File: src/hw/rtl/assert_macros.svh
// ------------------------------------------------------------------------
// Assertion macros
// Shared concurrent assertion forms with a clock and an active-low reset.
// ------------------------------------------------------------------------
`ifndef ASSERT_MACROS_SVH
`define ASSERT_MACROS_SVH

// Check a property on every clock edge outside reset
`define ASSERT_ALWAYS(lbl, clk, rst_n, prop, msg) \
    lbl: assert property (@(posedge clk) disable iff (!rst_n) (prop)) else $error(msg);

// Check that a condition implies another in the same cycle
`define ASSERT_IMPLIES(lbl, clk, rst_n, ante, cons, msg) \
    lbl: assert property (@(posedge clk) disable iff (!rst_n) (ante) |-> (cons)) \
        else $error(msg);

// Check that a condition implies another in the next cycle
`define ASSERT_NEXT(lbl, clk, rst_n, ante, cons, msg) \
    lbl: assert property (@(posedge clk) disable iff (!rst_n) (ante) |=> (cons)) \
        else $error(msg);

`endif

File: src/hw/rtl/ggc_pkg.sv
// ------------------------------------------------------------------------
// ggc_pkg
// Types and constants shared by the greedy graph coloring block.
// ------------------------------------------------------------------------
package ggc_pkg;

    localparam int MAX_VERTICES_DEF = 64;
    localparam int MASK_W           = 64;
    localparam int IDX_W            = 6;
    localparam int COLOR_W          = 6;
    localparam int CHUNK_W          = 8;
    localparam int CHUNK_SEL_W      = 3;

    // Controller states
    typedef enum logic [2:0] {
        ST_IDLE,
        ST_SCAN,
        ST_DRAIN,
        ST_FIND,
        ST_EMIT
    } t_ggc_state;

    // Commands from controller to datapath
    typedef struct packed {
        logic load;       // capture the input word, start a new vertex
        logic scan_step;  // read one stored color, advance neighbor index
        logic find_step;  // test one chunk of the used-color bitmap
        logic commit;     // store the color, load the result word
    } t_ggc_cmd;

    // Status from datapath to controller
    typedef struct packed {
        logic first_vtx;  // next vertex has index zero: nothing to scan
        logic scan_last;  // current neighbor index is the last earlier one
        logic found;      // current chunk holds a free color
        logic out_free;   // result register can take a word this cycle
    } t_ggc_sts;

endpackage

File: src/hw/rtl/greedy_graph_coloring.sv
// ------------------------------------------------------------------------
// greedy_graph_coloring
// First-fit greedy coloring of a graph presented one vertex per word.
// ------------------------------------------------------------------------
// Each input word carries the neighbor mask of the next vertex in index
// order; the block answers with one word holding the vertex index, the
// smallest color not used by its lower-index neighbors, and the
// last-vertex flag. After its word is accepted, the block steps through
// each earlier vertex index to read its color from the color memory,
// drains the read, searches for the first free color (eight bitmap bits
// per cycle), and commits the result. The commit waits while the previous
// result is still held. The next word is taken in the cycle after the
// commit, so a new word is not taken before the last vertex is committed.
// One vertex is worked on at a time; the result register lets the next
// word be accepted while a result waits to be taken.
// Numbering restarts at zero after the last-vertex flag or after
// MAX_VERTICES vertices.
module greedy_graph_coloring #(
    parameter int MAX_VERTICES = ggc_pkg::MAX_VERTICES_DEF
) (
    input  logic                         i_clk,
    input  logic                         i_rst_n,
    input  logic                         i_valid,
    output logic                         o_ready,
    input  logic [ggc_pkg::MASK_W-1:0]   i_neighbor_mask,
    input  logic                         i_last_vertex,
    output logic                         o_valid,
    input  logic                         i_ready,
    output logic [ggc_pkg::IDX_W-1:0]    o_vertex_index,
    output logic [ggc_pkg::COLOR_W-1:0]  o_vertex_color,
    output logic                         o_graph_done
);

    ggc_pkg::t_ggc_cmd cmd;
    ggc_pkg::t_ggc_sts sts;

    ggc_ctrl u_ctrl (
        .i_clk   (i_clk),
        .i_rst_n (i_rst_n),
        .i_valid (i_valid),
        .o_ready (o_ready),
        .i_sts   (sts),
        .o_cmd   (cmd)
    );

    ggc_dp #(
        .MAX_VERTICES (MAX_VERTICES)
    ) u_dp (
        .i_clk           (i_clk),
        .i_rst_n         (i_rst_n),
        .i_cmd           (cmd),
        .o_sts           (sts),
        .i_neighbor_mask (i_neighbor_mask),
        .i_last_vertex   (i_last_vertex),
        .o_valid         (o_valid),
        .i_ready         (i_ready),
        .o_vertex_index  (o_vertex_index),
        .o_vertex_color  (o_vertex_color),
        .o_graph_done    (o_graph_done)
    );

endmodule

File: src/hw/rtl/ggc_ctrl.sv
// ------------------------------------------------------------------------
// ggc_ctrl
// Sequencer for one vertex: accept, scan earlier neighbors, drain the
// read pipe, search for the first free color, commit the result.
// ------------------------------------------------------------------------
`include "assert_macros.svh"

module ggc_ctrl (
    input  logic              i_clk,
    input  logic              i_rst_n,
    input  logic              i_valid,
    output logic              o_ready,
    input  ggc_pkg::t_ggc_sts i_sts,
    output ggc_pkg::t_ggc_cmd o_cmd
);

    ggc_pkg::t_ggc_state r_state;
    ggc_pkg::t_ggc_state n_state;

    // State register
    always_ff @(posedge i_clk) begin
        if (!i_rst_n) begin
            r_state <= ggc_pkg::ST_IDLE;
        end else begin
            r_state <= n_state;
        end
    end

    // Next state and commands
    always_comb begin
        n_state = r_state;
        o_cmd   = '0;
        o_ready = 1'b0;
        unique case (r_state)
            ggc_pkg::ST_IDLE: begin
                o_ready = 1'b1;
                if (i_valid) begin
                    o_cmd.load = 1'b1;
                    n_state    = i_sts.first_vtx ? ggc_pkg::ST_DRAIN : ggc_pkg::ST_SCAN;
                end
            end
            ggc_pkg::ST_SCAN: begin
                o_cmd.scan_step = 1'b1;
                if (i_sts.scan_last) begin
                    n_state = ggc_pkg::ST_DRAIN;
                end
            end
            ggc_pkg::ST_DRAIN: begin
                n_state = ggc_pkg::ST_FIND;
            end
            ggc_pkg::ST_FIND: begin
                o_cmd.find_step = 1'b1;
                if (i_sts.found) begin
                    n_state = ggc_pkg::ST_EMIT;
                end
            end
            ggc_pkg::ST_EMIT: begin
                if (i_sts.out_free) begin
                    o_cmd.commit = 1'b1;
                    n_state      = ggc_pkg::ST_IDLE;
                end
            end
            default: begin
                n_state = ggc_pkg::ST_IDLE;
            end
        endcase
    end

    `ASSERT_ALWAYS(a_one_cmd, i_clk, i_rst_n, $onehot0(o_cmd), "more than one command at once")
    `ASSERT_NEXT(a_accept_busy, i_clk, i_rst_n, i_valid && o_ready, !o_ready, "accepted twice in a row")
    `ASSERT_IMPLIES(a_commit_free, i_clk, i_rst_n, o_cmd.commit, i_sts.out_free, "commit over a full result")

endmodule

File: src/hw/rtl/ggc_dp.sv
// ------------------------------------------------------------------------
// ggc_dp
// Datapath: vertex counter, color memory, used-color bitmap, chunked
// first-free search and the result register.
// ------------------------------------------------------------------------
`include "assert_macros.svh"

module ggc_dp #(
    parameter int MAX_VERTICES = ggc_pkg::MAX_VERTICES_DEF
) (
    input  logic                         i_clk,
    input  logic                         i_rst_n,
    input  ggc_pkg::t_ggc_cmd            i_cmd,
    output ggc_pkg::t_ggc_sts            o_sts,
    input  logic [ggc_pkg::MASK_W-1:0]   i_neighbor_mask,
    input  logic                         i_last_vertex,
    output logic                         o_valid,
    input  logic                         i_ready,
    output logic [ggc_pkg::IDX_W-1:0]    o_vertex_index,
    output logic [ggc_pkg::COLOR_W-1:0]  o_vertex_color,
    output logic                         o_graph_done
);

    localparam int VW = $clog2(MAX_VERTICES);

    logic [ggc_pkg::COLOR_W-1:0] mem [MAX_VERTICES];

    logic [ggc_pkg::MASK_W-1:0]      r_mask;
    logic                            r_last;
    logic [VW-1:0]                   r_vtx;
    logic [VW-1:0]                   r_cur;
    logic [VW-1:0]                   r_u;
    logic                            r_rd_tag;
    logic [ggc_pkg::COLOR_W-1:0]     r_rd_data;
    logic [ggc_pkg::MASK_W-1:0]      r_used;
    logic [ggc_pkg::CHUNK_SEL_W-1:0] r_chunk;
    logic [ggc_pkg::COLOR_W-1:0]     r_color;
    logic                            r_out_valid;
    logic [ggc_pkg::IDX_W-1:0]       r_out_index;
    logic [ggc_pkg::COLOR_W-1:0]     r_out_color;
    logic                            r_out_done;

    logic [ggc_pkg::MASK_W-1:0]      used_cap;
    logic [ggc_pkg::CHUNK_W-1:0]     chunk;
    logic [ggc_pkg::CHUNK_SEL_W-1:0] chunk_ffz;
    logic [ggc_pkg::IDX_W-1:0]       u_ext;

    // First zero bit in an eight-bit chunk
    function automatic logic [ggc_pkg::CHUNK_SEL_W-1:0] ffz8(
        input logic [ggc_pkg::CHUNK_W-1:0] b
    );
        logic [ggc_pkg::CHUNK_SEL_W-1:0] r;
        r = '0;
        for (int i = ggc_pkg::CHUNK_W - 1; i >= 0; i--) begin
            if (!b[i]) begin
                r = ggc_pkg::CHUNK_SEL_W'(i);
            end
        end
        return r;
    endfunction

    // Top color is always available as a fallback
    assign used_cap  = {1'b0, r_used[ggc_pkg::MASK_W-2:0]};
    assign chunk     = used_cap[{r_chunk, 3'b000} +: ggc_pkg::CHUNK_W];
    assign chunk_ffz = ffz8(chunk);
    assign u_ext     = ggc_pkg::IDX_W'(r_u);

    // Status toward the controller
    assign o_sts.first_vtx = (r_vtx == '0);
    assign o_sts.scan_last = (r_u == r_cur - VW'(1));
    assign o_sts.found     = ~&chunk;
    assign o_sts.out_free  = !r_out_valid || i_ready;

    // Color memory: write on commit, registered read at the scan index
    always_ff @(posedge i_clk) begin
        if (i_cmd.commit) begin
            mem[r_cur] <= r_color;
        end
        r_rd_data <= mem[r_u];
    end

    // Capture the input word and run the scan
    always_ff @(posedge i_clk) begin
        if (i_cmd.load) begin
            r_mask  <= i_neighbor_mask;
            r_last  <= i_last_vertex;
            r_cur   <= r_vtx;
            r_u     <= '0;
            r_chunk <= '0;
        end else begin
            if (i_cmd.scan_step) begin
                r_u <= r_u + VW'(1);
            end
            if (i_cmd.find_step && !o_sts.found) begin
                r_chunk <= r_chunk + ggc_pkg::CHUNK_SEL_W'(1);
            end
        end
        if (i_cmd.find_step && o_sts.found) begin
            r_color <= {r_chunk, chunk_ffz};
        end
    end

    // Gather colors of earlier neighbors
    always_ff @(posedge i_clk) begin
        if (i_cmd.load) begin
            r_used <= '0;
        end else if (r_rd_tag) begin
            r_used <= r_used | (ggc_pkg::MASK_W'(1) << r_rd_data);
        end
    end

    // Read tag and vertex counter
    always_ff @(posedge i_clk) begin
        if (!i_rst_n) begin
            r_rd_tag <= 1'b0;
            r_vtx    <= '0;
        end else begin
            r_rd_tag <= i_cmd.scan_step && r_mask[u_ext];
            if (i_cmd.commit) begin
                if (r_last || (r_cur == VW'(MAX_VERTICES - 1))) begin
                    r_vtx <= '0;
                end else begin
                    r_vtx <= r_cur + VW'(1);
                end
            end
        end
    end

    // Result register: hold the word until it is taken
    always_ff @(posedge i_clk) begin
        if (!i_rst_n) begin
            r_out_valid <= 1'b0;
        end else if (i_cmd.commit) begin
            r_out_valid <= 1'b1;
        end else if (i_ready) begin
            r_out_valid <= 1'b0;
        end
    end

    always_ff @(posedge i_clk) begin
        if (i_cmd.commit) begin
            r_out_index <= ggc_pkg::IDX_W'(r_cur);
            r_out_color <= r_color;
            r_out_done  <= r_last;
        end
    end

    assign o_valid        = r_out_valid;
    assign o_vertex_index = r_out_index;
    assign o_vertex_color = r_out_color;
    assign o_graph_done   = r_out_done;

    `ASSERT_IMPLIES(a_scan_bound, i_clk, i_rst_n, i_cmd.scan_step, r_u < r_cur, "scan past vertex")
    `ASSERT_IMPLIES(a_color_bound, i_clk, i_rst_n, i_cmd.commit, r_color <= ggc_pkg::COLOR_W'(r_cur), "color above neighbor count")
    `ASSERT_NEXT(a_vtx_step, i_clk, i_rst_n, i_cmd.commit && !r_last && (r_cur != VW'(MAX_VERTICES - 1)), r_vtx == $past(r_cur) + VW'(1), "vertex counter skipped")

endmodule

File: config.mk
export PLATFORM = sky130hd
export DESIGN_NAME = greedy_graph_coloring
export DESIGN_NICKNAME = d
export VERILOG_FILES = /design/src/hw/rtl/ggc_pkg.sv /design/src/hw/rtl/greedy_graph_coloring.sv /design/src/hw/rtl/ggc_ctrl.sv /design/src/hw/rtl/ggc_dp.sv
export VERILOG_INCLUDE_DIRS = /design/src /design/src/hw/rtl
export SDC_FILE = /design/constraint.sdc
export NUM_CORES = 1
export LEC_CHECK = 0
export BUFFER_PORTS_ARGS = -buffer_cell sky130_fd_sc_hd__buf_2
export CAP_MARGIN = 20
export CORE_MARGIN = 3
export CORE_UTILIZATION = 45
export DETAILED_ROUTE_END_ITERATION = 8
export GPL_ROUTABILITY_DRIVEN = 1
export HOLD_SLACK_MARGIN = 0.08
export REMOVE_ABC_BUFFERS = 1
export SKIP_CTS_REPAIR_TIMING = 1
export SLEW_MARGIN = 20
export SYNTH_ARGS = -nofsm -noshare
export SYNTH_HDL_FRONTEND = slang
export SYNTH_SLANG_ARGS = --single-unit
export TNS_END_PERCENT = 30
File: constraint.sdc
create_clock -name i_clk -period 3.25 [get_ports i_clk]
set_input_delay 0.325 -clock i_clk [delete_from_list [all_inputs] [get_ports i_clk]]
set_output_delay 0.325 -clock i_clk [all_outputs]
set_load 0.1 [all_outputs]
==> out/qor.txt, run 1 <==
status -> finished, final reports clean
CTS H-Tree Depth -> 2
Peak VDD IR -> 469 uV
top cell type's share of synthesized area -> 64.5%
First-pass DRT Iterations -> 5
Worst Clk Skew -> 29.3 ps
hold depth -> 3
CP arrival -> 3250 ps
I/O pins -> 84
Least-Margin Pin Slew -> 1120 ps
routability cong. -> 0.803
Root Buffer -> clkbuf_16
largest net degree at the start of global routing -> 66
Main synth FF type -> edfxtp_1
hold_sp -> i_ready
Cell Int Power -> 14.0 mW
cell area after layout -> 26,100 sq um
Fmax -> 368 MHz
Area after DPL -> 23,500 sq um
CTS Buf Count -> 58
part of the power in registers -> 45.4%
Netlist cell types -> 49
final setup fails -> 0
r2r setup slk -> 530 ps
wire per inst -> 24.2 um
floorplan die width -> 227 um
syn_area_per_cell -> 18.3 sq um
Core Region -> 48,000 sq um
layout cells sized above 1 -> 27.2%
Post-synth EDFFs -> 474
R2R depth -> 6
Comb pwr share -> 18.9%
Filler cells -> 3,716
Leakage Power -> 8.56 nW
Overall Power -> 19.1 mW
Clock power frac -> 35.7%
DRT Wirelength -> 50,200 um
DRT iter0 DRCs -> 1,054
critical path type -> reg -> reg
Pwr per Cell Area -> 730 nW/um^2
worst r2r dst -> u_dp.r_chunk[2]
initial antenna violation count -> 0
Setup crit end kind -> register
synth cell count leaders -> edfxtp_1 (474), nor2_1 (173), mux4_2 (143)
Clock Latency Late Sink -> 630 ps
first-pass GRT wire length -> 74,200 um
relative slew slack -> 25.1%
Syn. warnings -> 0
area leader, netlist -> edfxtp_1
Worst Hold End -> u_dp.o_valid
maxcap violations -> 0
top post-synthesis cells by area -> edfxtp_1 (64%), mux4_2 (15%), dfxtp_1 (8.1%), nor2_1 (2.9%), mux4_1 (1.3%)
gr usage total -> 19.4%
Sink Count -> 563
NumNets Final -> 1,480
fraction of registers with async set/reset -> 0%
drt drc -> 0
placed insts -> 1,896
worst min path class -> in -> reg
Final Critical Period -> 2720 ps
PortBufs -> 83
n_diodes -> 0
period utilization -> 83.6%
register area share after synthesis -> 72.6%
slowest cell on the critical path -> dfxtp_1
Clk pin slew, worst setup/hold paths -> 60 ps
RSZ-0062 raised after global routing -> false
Core Util, Final -> 54.4%
fin cells -> 2,071
Post-DRT Antenna Nets -> 0
Clock Tree Buf Depth -> 3
Via density -> 5.60
switching share of total power -> 26.6%
Die Footprint -> 51,700 sq um
Req. time, crit path -> 3790 ps
GRT Residual Overflow -> 0
fin. max-slew vios -> 0
post-synthesis register bit count -> 563
Final Hold Fails -> 0
vias in the first global route -> 11,700
dpl hpwl -> 31,000 um
Initial Util -> 45.9%
CTS tree -> done
row cnt -> 80
Crit Path Max Fanout -> 21
critical path's largest stage delay -> 870 ps
Die Y -> 227 um
P&R area growth vs syn -> 18.5%
Reg-to-Reg Start -> u_dp.r_chunk[1]
most common cell in the netlist -> edfxtp_1
Syn Inst Count -> 1,205
DR vias -> 11,600
Post-Route Setup TNS -> 0 ps
CP Launch Type -> register
cells along the critical path -> mux4_2, mux2_4, nand4_4, or4_1, or3_1, a21oi_1
Net Sw Power -> 5.07 mW
Post-Syn Area -> 22,100 sq um
## power by group through the flow
stage	logic (mW)	registers, mW	clock network [mW]
6_report	3.61	8.66	6.81
5_1_grt	3.86	8.69	7.23
4_1_cts	3.60	8.65	6.95
3_5_place_dp	3.59	8.80	0
3_3_place_gp	3.57	8.80	0
2_1_floorplan	2.19	9.18	0
## how the worst max path moves through the flow
stage                    startpoint                 to  slack [ps]  depth (start not counted)
detailed placement  u_dp.r_chunk[1]    u_dp.r_chunk[2]         530                          6
finish              u_dp.r_chunk[1]    u_dp.r_chunk[2]         530                          6
CTS                 u_dp.r_chunk[1]    u_dp.r_chunk[2]         530                          6
global route        u_dp.r_chunk[1]    u_dp.r_chunk[2]         290                          6
floorplan               u_dp.r_u[0]  u_dp.r_rd_data[5]       -3130                          5
global placement        u_dp.r_u[1]  u_dp.r_rd_data[0]         610                          6
## metal layers
layer  GRT usage (%)  part of all wire (%)  up-vias
li1                -                     -     5194
met5               0                     0        -
met2            30.7                    48      307
met4            5.24                   2.2        0
met3            3.71                   5.6       72
met1            27.9                    44     6025
## kinds of logic after synthesis
logic type	synth area share (%)
flip-flops	72.6
AND/OR/NAND/NOR	5.26
multiplexers	17.2
AO/OA/AOI/OAI	2.65
buffers and inverters	1.50
XOR/XNOR	0.635
adder cells (fa/ha/maj)	0.227
## area by class of cell
cell class | instances | area [sq um] | area share (%)
clock buffers | 75 | 1580 | 6.04
repair buffers | 209 | 1630 | 6.22
well taps | 615 | 769 | 2.94
multi-input cells | 565 | 5730 | 21.9
clock inverters | 34 | 382 | 1.46
inverters | 10 | 37.5 | 0.144
flip-flops and latches | 563 | 16000 | 61.3
## metrics by stage
| step | worst slack (ps) | hold WS, ps |
|---|---|---|
| finish | 533 | 92.8 |
| global route | 292 | 110 |
| CTS | 525 | -162 |
| detailed placement | 535 | 444 |
| global placement | 607 | 437 |
| floorplan | -3130 | 424 |
## placed cells by master (no fill, tap or decap), types with 3 or more instances in the layout
cell type	Yosys	routed
edfxtp_1	474	474
nor2_1	173	173
mux4_2	143	143
dfxtp_1	89	86
buf_2	14	83
dlygate4sd3_1	0	66
clkbuf_16	0	59
buf_4	0	52
a21oi_1	44	44
nand2_1	28	28
a31oi_1	22	22
nor3_1	15	15
mux2i_1	14	14
nand3_1	13	13
clkinv_2	0	12
mux2_2	11	11
mux4_1	11	11
xnor2_1	11	11
clkinv_1	1	11
clkbuf_1	43	11
nand2b_1	9	9
inv_1	9	9
o21ai_0	9	9
bufinv_16	0	8
buf_12	1	8
nor2b_1	7	7
a22oi_1	6	6
xor2_1	5	5
or3_1	4	4
and2_1	5	4
ha_1	4	4
clkbuf_8	0	4
nor4_1	3	3
## sequential cells by signal, indices dropped and copies added (netlist names)
| name | count |
|---|---|
| u_ctrl.r_state | 3 |
| u_dp.mem | 384 |
| u_dp.o_graph_done | 1 |
| u_dp.o_valid | 1 |
| u_dp.o_vertex_color | 6 |
| u_dp.o_vertex_index | 6 |
| u_dp.r_chunk | 3 |
| u_dp.r_color | 6 |
| u_dp.r_cur | 6 |
| u_dp.r_last | 1 |
| u_dp.r_mask | 64 |
| u_dp.r_rd_data | 6 |
| u_dp.r_rd_tag | 1 |
| u_dp.r_u | 6 |
| u_dp.r_used | 63 |
| u_dp.r_vtx | 6 |
## worst max-delay path: cells and delay by family, from the launching register on
kind               cells  cell delay (ps)
and+or+nand+nor        3             1100
DFF                    1              870
muxes                  2              530
AOI/OAI and AO/OA      1              140
Power figures use the tool's default switching activity.
==> inputs of run 2 (changes only) <==
--- a/config.mk
+++ b/config.mk
@@ -6,6 +6,7 @@
 export SDC_FILE = /design/constraint.sdc
 export NUM_CORES = 1
 export LEC_CHECK = 0
+export ABC_AREA = 1
 export BUFFER_PORTS_ARGS = -buffer_cell sky130_fd_sc_hd__buf_2
 export CAP_MARGIN = 20
 export CORE_MARGIN = 3
==> constraint.sdc (replaced) <==
create_clock -name i_clk -period 2.6 [get_ports i_clk]
set_input_delay 0.26 -clock i_clk [delete_from_list [all_inputs] [get_ports i_clk]]
set_output_delay 0.26 -clock i_clk [all_outputs]
set_load 0.1 [all_outputs]
==> run 2 against run 1 <==
Sequential share of layout area fell by 1.6 points. Wire length rose by 23%. Synthesized cell count rose by 74%. Sequential cell count did not move. Clock skew fell by 2.0 ps. Critical path depth rose by 2. Count of clock-buffer cells in the layout rose by 7. Global-route usage rose by 2.8 points. Largest cell class unchanged.
==> out/qor.txt, run 2 <==
Leakage Power -> 9.28 nW
largest family of logic cells by synthesized area -> simple AND/OR/NAND/NOR gates
most common cell in the netlist -> edfxtp_1
mux contribution to synthesized area -> 0%
relative slew slack -> 42.3%
Reg-to-Reg Start -> u_dp.r_u[0]
dpl hpwl -> 36,800 um
floorplan die width -> 232 um
Initial Util -> 45.8%
Setup crit end kind -> register
cells along the critical path -> inv_6, buf_12, o21ai_0, o22ai_1, nand2_1, nand4_1, nand3_1, nand2_1
xor/xnor cell area share of the yosys netlist -> 0.152%
Worst Clk Skew -> 27.3 ps
R2R depth -> 8
CTS H-Tree Depth -> 2
Post-Syn Area -> 23,100 sq um
gr usage total -> 22.2%
adder-cell share of the synthesized area -> 0.217%
Sink Count -> 563
worst r2r dst -> u_dp.r_rd_data[5]
CTS tree -> done
critical path type -> reg -> reg
commonest non-fill, non-tap cell in the layout -> edfxtp_1
fin. max-slew vios -> 0
NumNets Final -> 2,311
Die Footprint -> 54,000 sq um
period utilization -> 86.5%
Clock Latency Late Sink -> 620 ps
Final Hold Fails -> 0
layout cells sized above 1 -> 11.1%
r2r setup slk -> 350 ps
largest net degree at the start of global routing -> 87
Largest register FFs -> 384
top post-synthesis cells by area -> edfxtp_1 (62%), dfxtp_1 (7.7%), nor2_1 (6.3%), nand2_1 (4.8%), o21ai_0 (4.8%)
final setup fails -> 0
worst min path class -> in -> reg
Clock Tree Buf Depth -> 3
Crit Path Max Fanout -> 66
area leader, netlist -> edfxtp_1
first-pass GRT wire length -> 91,600 um
final setup margin -> 352 ps
Root Buffer -> clkbuf_16
Synth Area in Compound Gates -> 10.5%
Final Critical Period -> 2250 ps
Pwr per Cell Area -> 926 nW/um^2
Synth Area in Simple Gates -> 15.1%
DR vias -> 16,300
Fmax -> 445 MHz
commonest non-fill, non-tap cells in the layout -> edfxtp_1 (474), nor2_1 (388), nand2_1 (298)
DRT iter0 DRCs -> 1,608
Top Registers -> u_dp.mem: 384 flops, u_dp.r_mask: 64 flops, u_dp.r_used: 63 flops
Least-Margin Pin Slew -> 866 ps
drt drc -> 0
sum of buffers and inverters on the critical path -> 2
initial antenna violation count -> 0
First-pass DRT Iterations -> 5
placed insts -> 2,783
post-synthesis register bit count -> 563
top cell type's share of synthesized area -> 61.7%
routability cong. -> 0.829
Post-DRT Antenna Nets -> 0
RSZ-0062 raised after global routing -> false
most used cell, CP -> nand2_1
row cnt -> 82
fin cells -> 2,959
Overall Power -> 24.9 mW
I/O pins -> 84
critical path's largest stage delay -> 460 ps
Req. time, crit path -> 3140 ps
Post-synth EDFFs -> 474
CTS Buf Count -> 58
Filler cells -> 4,308
Core Region -> 50,400 sq um
Syn. warnings -> 0
Peak VDD IR -> 715 uV
wire per inst -> 20.9 um
synth cell count leaders -> edfxtp_1 (474), nor2_1 (390), nand2_1 (298)
hold_sp -> i_ready
Post-Route Setup TNS -> 0 ps
syn_area_per_cell -> 11.0 sq um
status -> finished, final reports clean
hold depth -> 5
Via density -> 5.52
Core Util, Final -> 53.3%
CP arrival -> 2790 ps
fraction of registers with async set/reset -> 0%
vias in the first global route -> 15,600
PortBufs -> 83
maxcap violations -> 0
Worst Hold End -> u_dp.o_valid
Main synth FF type -> edfxtp_1
post-place setup slack -> 376 ps
Netlist cell types -> 36
Die Y -> 232 um
Syn Inst Count -> 2,091
P&R area growth vs syn -> 16.4%
register area share after synthesis -> 69.4%
Clk pin slew, worst setup/hold paths -> 60 ps
most flop-heavy register -> u_dp.mem
slowest cell on the critical path -> dfxtp_4
n_diodes -> 0
DRT Wirelength -> 61,700 um
CP Launch Type -> register
delay-heaviest family, CP -> buffers and inverters
GRT Residual Overflow -> 0
area of the multi-input gates -> 6010 sq um
sequential cell area -> 16,000 sq um
[run 2: worst max path at each step]
| stage | cells past startpoint | start | slack, ps | endpoint |
|---|---|---|---|---|
| 3_3_place_gp | 8 | u_dp.r_u[0] | 420 | u_dp.r_rd_data[4] |
| 3_5_place_dp | 8 | u_dp.r_u[0] | 380 | u_dp.r_rd_data[5] |
| 6_report | 8 | u_dp.r_u[0] | 350 | u_dp.r_rd_data[5] |
| 4_1_cts | 4 | u_ctrl.r_state[0] | 340 | o_ready |
| 2_1_floorplan | 7 | u_dp.r_u[0] | -3810 | u_dp.r_rd_data[0] |
| 5_1_grt | 8 | u_dp.r_u[0] | 190 | u_dp.r_rd_data[2] |
[run 2: tightest hold or removal path, cell delays in order]
cell and delay, ps:
buf_2 70, nor2_1 80, buf_4 150, nor2_1 90
nor2_1 50
[run 2: cells by family (layout without fill, tap and decap cells)]
group           after synthesis  count (layout)
compound gates              439             439
xor+xnor                      4               4
fa+ha+maj                     4               4
buf+inv                     233             429
flops                       563             563
simple gates                848             848
[run 2: layout make-up]
type                            instances  area share (%)
Clock buffer                           82            5.85
Clock inverter                         27            1.04
Inverter                              107            1.54
Multi-Input combinational cell       1295            22.4
Sequential cell                       563            59.7
Tap cell                              672            3.13
Timing Repair Buffer                  213            6.41
[run 2: metrics by stage]
stage                     hold slack (ps)  instance area [sq um]
after global routing                  148                  26900
after floorplan                       358                  22400
after CTS                            -216                  26200
after global placement                437                  24300
after detailed placement              438                  24300
final                                 136                  26900
[run 2: where the power goes]
part,total [mW],switching (mW),internal [mW]
logic,6.13,4.27,1.86
registers,10.6,0.360,10.2
clock network,8.15,3.45,4.70
[run 2: per-layer routing]
metal / vias up / global-route usage [%] / wire length (um)
met2: 608 / 35.7 / 29100
met3: 97 / 4.46 / 4960
met4: 0 / 6.49 / 1610
li1: 7644 / - / -
met5: - / 0 / 0
met1: 7971 / 30.7 / 26100
